### src/skle_pkg.sv
package skle_pkg;

  typedef enum logic [1:0] {
    OP_INSERT = 2'd0,
    OP_REMOVE = 2'd1,
    OP_FIND   = 2'd2
  } op_t;

  typedef enum logic [1:0] {
    ST_DONE    = 2'd0,
    ST_FULL    = 2'd1,
    ST_MISSING = 2'd2
  } status_t;

  typedef enum logic [1:0] {
    S_IDLE,
    S_SCAN,
    S_DONE
  } state_t;

  typedef struct packed {
    logic [1:0]         operation;
    logic signed [31:0] key;
    logic signed [31:0] value;
  } req_t;

  typedef struct packed {
    status_t            status;
    logic signed [31:0] found_value;
    logic [4:0]         entry_count;
  } rsp_t;

  // broadcast to every cell
  typedef struct packed {
    logic               insert_en;
    logic               remove_en;
    logic signed [31:0] key;
    logic signed [31:0] value;
  } cmd_t;

  // match result rippling down the chain
  typedef struct packed {
    logic               hit;
    logic signed [31:0] value;
  } acc_t;

  typedef struct packed {
    logic load;
    logic commit;
  } ctrl_t;

endpackage

### src/sorted_key_list_engine.sv
// sorted key/value store: a row of cells, one entry per cell, kept in ascending key order
// the response word is registered at commit, after the match result has rippled down the row
// a new request word is taken only after the previous one commits, as it waits for the match result rippling
//   one cell per cycle down the row before the update is committed
// reset (rst, synchronous, active high) empties the store and drops any pending response
module sorted_key_list_engine
  import skle_pkg::*;
#(
  parameter int CAPACITY = 16
) (
  input  logic clk,
  input  logic rst,
  input  logic req_valid,
  output logic req_stall,
  input  req_t req,
  output logic rsp_valid,
  input  logic rsp_stall,
  output rsp_t rsp
);

  localparam int COUNT_W = $clog2(CAPACITY + 1);

  ctrl_t ctl;

  // request held for the whole scan
  logic [1:0]         op_q;
  logic signed [31:0] key_q;
  logic signed [31:0] value_q;

  logic [COUNT_W-1:0] count;
  logic [COUNT_W-1:0] count_next;
  logic               full;
  logic               hit;
  cmd_t               cmd;
  rsp_t               rsp_next;

  logic signed [31:0] cell_key   [CAPACITY];
  logic signed [31:0] cell_value [CAPACITY];
  logic               cell_le    [CAPACITY];
  logic               cell_occ   [CAPACITY];
  acc_t               cell_acc   [CAPACITY];

  skle_ctrl #(
    .CAPACITY(CAPACITY)
  ) u_ctrl (
    .clk       (clk),
    .rst       (rst),
    .req_valid (req_valid),
    .rsp_stall (rsp_stall),
    .req_stall (req_stall),
    .rsp_valid (rsp_valid),
    .ctl       (ctl)
  );

  always_ff @(posedge clk) begin
    if (ctl.load) begin
      op_q    <= req.operation;
      key_q   <= req.key;
      value_q <= req.value;
    end
  end

  assign full = (count == COUNT_W'(CAPACITY));
  // last cell's result is the first match over the whole row
  assign hit  = cell_acc[CAPACITY-1].hit;

  assign cmd.insert_en = ctl.commit & (op_q == OP_INSERT) & ~full;
  assign cmd.remove_en = ctl.commit & (op_q == OP_REMOVE) & hit;
  assign cmd.key       = key_q;
  assign cmd.value     = value_q;

  for (genvar i = 0; i < CAPACITY; i++) begin : g_cell
    // cell i holds a live entry when it sits below the fill count
    assign cell_occ[i] = (COUNT_W'(i) < count);

    if (i == 0) begin : g_head
      skle_cell u_cell (
        .clk         (clk),
        .cmd         (cmd),
        .occ         (cell_occ[i]),
        .left_key    ('0),
        .left_value  ('0),
        .left_le     (1'b1),
        .left_occ    (1'b0),
        .right_key   (cell_key[i+1]),
        .right_value (cell_value[i+1]),
        .acc_in      ('0),
        .slot_key    (cell_key[i]),
        .slot_value  (cell_value[i]),
        .le          (cell_le[i]),
        .acc_out     (cell_acc[i])
      );
    end else if (i == CAPACITY - 1) begin : g_tail
      skle_cell u_cell (
        .clk         (clk),
        .cmd         (cmd),
        .occ         (cell_occ[i]),
        .left_key    (cell_key[i-1]),
        .left_value  (cell_value[i-1]),
        .left_le     (cell_le[i-1]),
        .left_occ    (cell_occ[i-1]),
        .right_key   ('0),
        .right_value ('0),
        .acc_in      (cell_acc[i-1]),
        .slot_key    (cell_key[i]),
        .slot_value  (cell_value[i]),
        .le          (cell_le[i]),
        .acc_out     (cell_acc[i])
      );
    end else begin : g_mid
      skle_cell u_cell (
        .clk         (clk),
        .cmd         (cmd),
        .occ         (cell_occ[i]),
        .left_key    (cell_key[i-1]),
        .left_value  (cell_value[i-1]),
        .left_le     (cell_le[i-1]),
        .left_occ    (cell_occ[i-1]),
        .right_key   (cell_key[i+1]),
        .right_value (cell_value[i+1]),
        .acc_in      (cell_acc[i-1]),
        .slot_key    (cell_key[i]),
        .slot_value  (cell_value[i]),
        .le          (cell_le[i]),
        .acc_out     (cell_acc[i])
      );
    end
  end

  // fill count and response word, both settled at commit
  always_comb begin
    count_next           = count;
    rsp_next.status      = ST_DONE;
    rsp_next.found_value = '0;
    unique case (op_q)
      OP_INSERT: begin
        if (full) begin
          rsp_next.status = ST_FULL;
        end else begin
          count_next = COUNT_W'(count + 1'b1);
        end
      end
      OP_REMOVE: begin
        if (hit) begin
          count_next = COUNT_W'(count - 1'b1);
        end else begin
          rsp_next.status = ST_MISSING;
        end
      end
      OP_FIND: begin
        if (hit) begin
          rsp_next.found_value = cell_acc[CAPACITY-1].value;
        end else begin
          rsp_next.status = ST_MISSING;
        end
      end
      default: begin
        // unused code: store untouched, plain done
        rsp_next.status = ST_DONE;
      end
    endcase
    rsp_next.entry_count = 5'(count_next);
  end

  always_ff @(posedge clk) begin
    if (rst) begin
      count <= '0;
    end else if (ctl.commit) begin
      count <= count_next;
    end
  end

  always_ff @(posedge clk) begin
    if (ctl.commit) begin
      rsp <= rsp_next;
    end
  end

endmodule

### src/skle_cell.sv
module skle_cell
  import skle_pkg::*;
(
  input  logic               clk,
  input  cmd_t               cmd,
  input  logic               occ,
  input  logic signed [31:0] left_key,
  input  logic signed [31:0] left_value,
  input  logic               left_le,
  input  logic               left_occ,
  input  logic signed [31:0] right_key,
  input  logic signed [31:0] right_value,
  input  acc_t               acc_in,
  output logic signed [31:0] slot_key,
  output logic signed [31:0] slot_value,
  output logic               le,
  output acc_t               acc_out
);

  logic signed [31:0] slot_key_next;
  logic signed [31:0] slot_value_next;
  logic               ge;
  logic               take_new;
  logic               shift_in;
  acc_t               acc_next;

  assign le       = occ & (slot_key <= cmd.key);
  assign ge       = occ & (slot_key >= cmd.key);
  // list is sorted, so the boundary is where le flips
  assign take_new = left_le & ~le;
  assign shift_in = left_occ & ~left_le;

  always_comb begin
    slot_key_next   = slot_key;
    slot_value_next = slot_value;
    if (cmd.insert_en) begin
      if (take_new) begin
        slot_key_next   = cmd.key;
        slot_value_next = cmd.value;
      end else if (shift_in) begin
        slot_key_next   = left_key;
        slot_value_next = left_value;
      end
    end else if (cmd.remove_en && ge) begin
      slot_key_next   = right_key;
      slot_value_next = right_value;
    end
  end

  // first match upstream wins
  always_comb begin
    if (acc_in.hit) begin
      acc_next = acc_in;
    end else if (occ && (slot_key == cmd.key)) begin
      acc_next.hit   = 1'b1;
      acc_next.value = slot_value;
    end else begin
      acc_next = '0;
    end
  end

  always_ff @(posedge clk) begin
    slot_key   <= slot_key_next;
    slot_value <= slot_value_next;
    acc_out    <= acc_next;
  end

endmodule

### src/skle_ctrl.sv
module skle_ctrl
  import skle_pkg::*;
#(
  parameter int CAPACITY = 16
) (
  input  logic  clk,
  input  logic  rst,
  input  logic  req_valid,
  input  logic  rsp_stall,
  output logic  req_stall,
  output logic  rsp_valid,
  output ctrl_t ctl
);

  localparam int CNT_W = $clog2(CAPACITY);

  state_t             state;
  state_t             state_next;
  logic [CNT_W-1:0]   cnt;
  logic [CNT_W-1:0]   cnt_next;

  // no word taken while held in reset
  assign req_stall = rst | (state != S_IDLE);

  always_ff @(posedge clk) begin
    if (rst) begin
      state <= S_IDLE;
      cnt   <= '0;
    end else begin
      state <= state_next;
      cnt   <= cnt_next;
    end
  end

  always_comb begin
    state_next = state;
    cnt_next   = cnt;
    ctl        = '0;
    unique case (state)
      S_IDLE: begin
        if (req_valid) begin
          ctl.load   = 1'b1;
          cnt_next   = '0;
          state_next = S_SCAN;
        end
      end
      S_SCAN: begin
        cnt_next = CNT_W'(cnt + 1'b1);
        if (cnt == CNT_W'(CAPACITY - 1)) begin
          state_next = S_DONE;
        end
      end
      S_DONE: begin
        if (!rsp_valid || !rsp_stall) begin
          ctl.commit = 1'b1;
          state_next = S_IDLE;
        end
      end
      default: begin
        state_next = S_IDLE;
      end
    endcase
  end

  always_ff @(posedge clk) begin
    if (rst) begin
      rsp_valid <= 1'b0;
    end else if (ctl.commit) begin
      rsp_valid <= 1'b1;
    end else if (!rsp_stall) begin
      rsp_valid <= 1'b0;
    end
  end

endmodule

### config.mk
export PLATFORM = sky130hd
export DESIGN_NAME = sorted_key_list_engine
export DESIGN_NICKNAME = d
export VERILOG_FILES = /design/src/skle_pkg.sv /design/src/sorted_key_list_engine.sv /design/src/skle_cell.sv /design/src/skle_ctrl.sv
export SDC_FILE = /design/constraint.sdc
export NUM_CORES = 2
export LEC_CHECK = 0
export BUFFER_PORTS_ARGS = -buffer_cell sky130_fd_sc_hd__buf_2
export CORE_ASPECT_RATIO = 1.5
export CORE_MARGIN = 2
export CORE_UTILIZATION = 60
export CTS_CLUSTER_SIZE = 40
export DETAILED_ROUTE_END_ITERATION = 8
export PLACE_DENSITY = 0.73
export SLEW_MARGIN = 20
export SYNTH_ARGS = -nofsm -noshare
export SYNTH_HDL_FRONTEND = slang
export SYNTH_SLANG_ARGS = --single-unit
### constraint.sdc
create_clock -name clk -period 10.9 [get_ports clk]
set_input_delay 0.545 -clock clk [delete_from_list [all_inputs] [get_ports clk]]
set_output_delay 0.545 -clock clk [all_outputs]
set_load 0.03 [all_outputs]
Word level (Yosys, flattened, before mapping)
Cells that the tools add are included.

Add/sub/neg operators: 3. Mux-type cells: 174. Equality and inequality tests: 42. $lt $le $gt $ge: 48. Bitwise operators: 84. Reductions and logical operators: 75.

Operators by type and width (number): 32-bit two-way mux (140); 33-bit two-way mux (16); 32-bit equality test (16); 32-bit greater-or-equal comparator (16); 32-bit <= comparator (16); 1-bit bitwise AND (66); 3-bit by 1-bit != test with 1-bit output, second input constant (15); 4-bit by 5-bit < comparator with 1-bit output, first input constant (8); 2-bit AND reduction (18); 2-bit nonzero test (18); 1-bit logical AND (32); 3-bit by 5-bit < comparator with 1-bit output, first input constant (4); 1-bit inverter (17); 1-bit by 5-bit < comparator with 1-bit output, first input constant (2); 2-bit by 5-bit < comparator with 1-bit output, first input constant (2); 5-bit two-way mux (2); 5-bit one-hot mux with 2 select lines (1); 2-bit two-way mux (4); 4-bit one-hot mux with 2 select lines (1); 1-bit two-way mux (7); 2-bit by 1-bit != test with 1-bit output, second input constant (3); 2-bit one-hot mux with 3 select lines (1); 5-bit by 1-bit adder with 5-bit output, second input constant (1); 5-bit equality test, second input constant (1); other kinds (14) (19).

Word-level logic and storage cells: 500. Input port bits: 70. Register bits after elaboration: 1669. Output and inout port bits: 41.

Depth between registers and ports, before layout
Depth after elaboration: 9. Depth in mapped cells: 13. Gate-level depth less buffers: 10.

Hierarchy
Synthesis repeated with hierarchy kept, for this count alone.

Cell total of the unflattened synthesis: 8850. Area total of the unflattened synthesis: 92398.6 um^2.

Modules (own cells, without submodules): skle_cell (g_cell[0].g_head.u_cell ...) (cells each 481, times used 11, area an instance 5201.2 um^2); skle_cell (g_cell[5].g_mid.u_cell ...) (cells each 656, times used 5, area an instance 6153.4 um^2); sorted_key_list_engine (cells each 243, times used 1, area an instance 4092.7 um^2); skle_ctrl (cells each 36, times used 1, area an instance 325.3 um^2).

Worst setup path after synthesis
Ideal clock, no wire load.

Kind: reg-to-reg. Start: reg u_ctrl.rsp_valid. End: reg g_cell[6].g_mid.u_cell.slot_key[0] (enable). Library setup time: 0.581 ns. Cell stages (with the launch flop): 6. Data required time: 10.319 ns. Buffers on the path: 2. Slack: 2.731 ns. Period minus slack after synthesis: 8.169 ns. Data arrival time: 7.589 ns. Cell sequence: dfxtp_1 > a21oi_2 > nand2_1 > clkbuf_1 > clkbuf_1 > o31ai_1.

RTL lines: start: declaration (RTL line skle_ctrl.sv:11) `output logic rsp_valid,`; start signal: assignment (RTL line skle_ctrl.sv:67) `rsp_valid <= 1'b0;`; start signal: assignment (RTL line skle_ctrl.sv:69) `rsp_valid <= 1'b1;`; start signal: assignment (RTL line skle_ctrl.sv:71) `rsp_valid <= 1'b0;`; end signal: assignment (RTL line skle_cell.sv:63) `slot_key <= slot_key_next;`; end: declaration (RTL line skle_cell.sv:14) `output logic signed [31:0] slot_key,`.

Final worst setup path
Start: reg key_q[31]. End: reg g_cell[9].g_mid.u_cell.slot_key[22], data pin.

Longest elaborated chain between the ends: 6. Elaborated cells between the ends (all ways): 8. Classes of those cells: order compare: 2; mux: 2; bitwise: 4.

RTL lines: start: declaration (RTL line sorted_key_list_engine.sv:27) `logic signed [31:0] key_q;`; start signal: assignment (RTL line sorted_key_list_engine.sv:58) `key_q <= req.key;`; 32-bit <= comparator (RTL line skle_cell.sv:27) `assign le = occ & (slot_key <= cmd.key);`; 1-bit bitwise AND (RTL line skle_cell.sv:27); 1-bit inverter (RTL line skle_cell.sv:30) `assign take_new = left_le & ~le;`; 1-bit bitwise AND * (RTL line skle_cell.sv:30); 32-bit two-way mux * (RTL line skle_cell.sv:37) `if (take_new) begin`; 32-bit two-way mux * (RTL line skle_cell.sv:36) `if (cmd.insert_en) begin`; named net g_cell[9].g_mid.u_cell.slot_key_next[22] (RTL line skle_cell.sv:20) `logic signed [31:0] slot_key_next;`; end signal: assignment (RTL line skle_cell.sv:63); end: declaration (RTL line skle_cell.sv:14).

The timed path passes the listed nets; every way through them passes the cells marked *. A chain may end at the register's enable or synchronous reset.

==> flow_summary.toml <==
[status]
status = "finished, final reports clean"

[power_and_ir_drop]
netSwitchingFraction_pct = 23.0
p_sw_mw = 2.97
p_leak_nw = 33.8
seq_power_share_pct = 52.0
comb_power_share_pct = 3.1
p_int_mw = 9.95
ir_drop_mv = 0.167
power_density_nw_per_um2 = 139
pwr-share-clk_pct = 45.0

[sta]
timing.slew.headroom_pct = 9.21
holdWs_ps = 0.474
rsz0062_at_grt = "false"
fin_crit_ps = 6900
fmax_ghz = 0.145
slew_viol_final = 0
finClkSkew_ps = 43.1
setup_viol = 0
worst_pin_slew_ps = 1350
hold_viol = 0
period_share_pct = 63.3
fin_tns_setup_ps = 0

[die]
die_w_um = 312
fp-row-count = 169
ios = 111
start_util_pct = 60.4
core_area_um2 = 141000
die_height_um = 466
dieArea_um2 = 146000

[place]
hpwl_um = 235000
placed_cells = 10000
gp_congestion = 1.03
portBuffers = 110

[logic_synthesis]
synth_edf_count = 1129
yosysWarningCount = 0
ys.flop_type = "edfxtp_1"
synth_area_um2 = 85500
postSynthCellCount = 8583
synth.avg_cell_area_um2 = 9.96
synth-seq-cells = 1669
yosysSeqAreaShare_pct = 52.3
ys_types = 76
ys_async_sr_fraction_pct = 0
synth.net_count = 9173

[routing]
drt_iter0_drc = 11500
post-route-drc-count = 0
avgViaCountPerCell = 7.33
route.vias.total = 76200
postRouteAntennaNets = 0
routed_wl_um = 365000
wire_per_inst_um = 35.1
firstDrtPassIters = 9

[global_route]
grt_pass1_vias = 74000
antenna_found_initial = 29
grt-ovfl-total = 0
grt_usage_pct = 49.2
grt_pass1_wl_um = 518000
grt_start_max_net_pins = 192

[final_layout]
fillers = 11300
final_cell_mix = "nand2_1, edfxtp_1, o211ai_1, a21oi_1, o21ai_0"
multiInputGateArea_um2 = 38000
nNetsFinal = 8965
final_layout_size_suffix_gt1_share_pct = 7.25
register_area_um2 = 44700
finalNonFillerCells = 10400
final_common_cell = "nand2_1"
area_delta_synth_final_pct = 8.98

[clock_network]
cts_buffers = 161
clockBufferDepth = 3
cts_setup_buffers = 0
clk_pin_slew_ps = 70
clock_latency_ps = 890
cts_max_level = 4
cts_tree = "built"
cts_resized = 0
cts_hold_buf = 56
cts-root-buf = "clkbuf_16"
cts_sinks = 1669

[setup_path]
arrival_ps = 7620
critPathRequiredTime_ps = 11620
cp_max_fo = 33
worstSetupStartpointType = "flip-flop"
cp-end-kind = "flip-flop"
worstSetupPathType = "flip-flop to flip-flop"

[flow_run]
cap_violations = 0

[min_path]
hp-class = "input pin to flip-flop"
per-stage QoR:
| stage | instance area [um2] | total power [mW] | util [%] | setup WS (ps) |
|---|---|---|---|---|
| floorplan | 85500 | 7.04 | - | 2730 |
| global placement | 87100 | 7.20 | 61.5 | 3880 |
| detailed placement | 87100 | 7.20 | 61.6 | 4560 |
| CTS | 92900 | 12.9 | 65.7 | 4520 |
| global route | 93100 | 13.1 | 65.8 | 4200 |
| finish | 93100 | 12.9 | 65.8 | 4000 |
path summary, 6_finish.rpt:
path | startpoint | to | slack, ps | cells after the start
setup / recovery | key_q[31] | g_cell[9].g_mid.u_cell.slot_key[22] | 4000 | 11
hold / removal | rsp_stall | u_ctrl.rsp_valid | 0.5 | 3
hold reg to reg | g_cell[12].g_mid.u_cell.acc_out[15] | g_cell[13].g_mid.u_cell.acc_out[15] | 410 | 2
setup reg to reg | key_q[31] | g_cell[9].g_mid.u_cell.slot_key[22] | 4000 | 11
routing by layer:
layer	global-route usage [%]	share of wire [%]
met5	0.0329	0.041
met4	51.7	13
met3	13.7	11
met2	75.4	44
met1	53.4	31
power groups by stage:
stage / Sequential, mW / Clock (mW) / Combinational [mW]
6_report: 6.72 / 5.81 / 0.395
4_1_cts: 6.72 / 5.77 / 0.369
5_1_grt: 6.71 / 6.00 / 0.416
3_5_place_dp: 6.85 / 0 / 0.350
2_1_floorplan: 6.85 / 0 / 0.196
3_3_place_gp: 6.85 / 0 / 0.342
cell usage after synthesis, drive strengths merged, types with 11 or more instances:
cell    number  area, um2
a211oi      29        218
a21o        48        360
a21oi      647       3250
a221o      323       3230
a221oi      11       96.3
a22o        64        561
a31oi      139        870
and2        47        294
and3        86        538
and4        17        149
buf        187       1120
clkbuf     499       1870
dfxtp      540      10800
edfxtp    1129      33900
ha         520       6510
inv         75        282
mux2i      136       1360
nand2     1901       7140
nand2b      15       93.8
nand3      266       1330
nand4       84        526
nor2       310       1160
nor2b       22        138
nor3        30        166
nor4        19        140
o211ai     662       4970
o21a        15        113
o21ai      617       3090
o31ai       21        158
or2         19        119
state kept, by name (all words and copies together) (netlist names):
| register | flops |
|---|---|
| op_q | 2 |
| value_q | 32 |
| rsp | 39 |
| u_ctrl.state | 2 |
| g_cell.g_head.u_cell.slot_key | 32 |
| u_ctrl.cnt | 4 |
| g_cell.g_tail.u_cell.slot_value | 32 |
| g_cell.g_mid.u_cell.acc_out | 462 |
| g_cell.g_head.u_cell.acc_out | 33 |
| g_cell.g_mid.u_cell.slot_value | 448 |
| count | 5 |
| g_cell.g_tail.u_cell.slot_key | 32 |
| u_ctrl.rsp_valid | 1 |
| key_q | 32 |
| g_cell.g_tail.u_cell.acc_out | 33 |
| g_cell.g_head.u_cell.slot_value | 32 |
| g_cell.g_mid.u_cell.slot_key | 448 |
critical path, cell delays in order (launching register included):
cell	delay, ps
edfxtp_1	440
inv_1	580
ha_1	330
nand4_1	480
nor2_1	230
nand4_1	970
a31oi_1	930
o31ai_1	300
o21ai_4	600
and2_2	780
buf_4	790
a221o_1	280
kinds of logic after synthesis:
| group | after synthesis | synth area share [%] |
|---|---|---|
| and+or+nand+nor | 2838 | 14.0 |
| AOI/OAI and AO/OA | 2658 | 20.6 |
| adders and majority gates | 520 | 7.61 |
| DFF | 1669 | 52.3 |
| buffers and inverters | 761 | 3.84 |
| muxes | 137 | 1.61 |
cell type report:
| class | instances | area share [%] |
|---|---|---|
| sequential | 1669 | 48.0 |
| multi-input combinational | 6153 | 40.8 |
| clock buffer | 238 | 5.02 |
| timing repair buffer | 315 | 2.58 |
| tap | 1881 | 2.53 |
| clock inverter | 62 | 0.672 |
| inverter | 75 | 0.302 |
| antenna | 13 | 0.0349 |
Power figures use the tool's default switching activity.
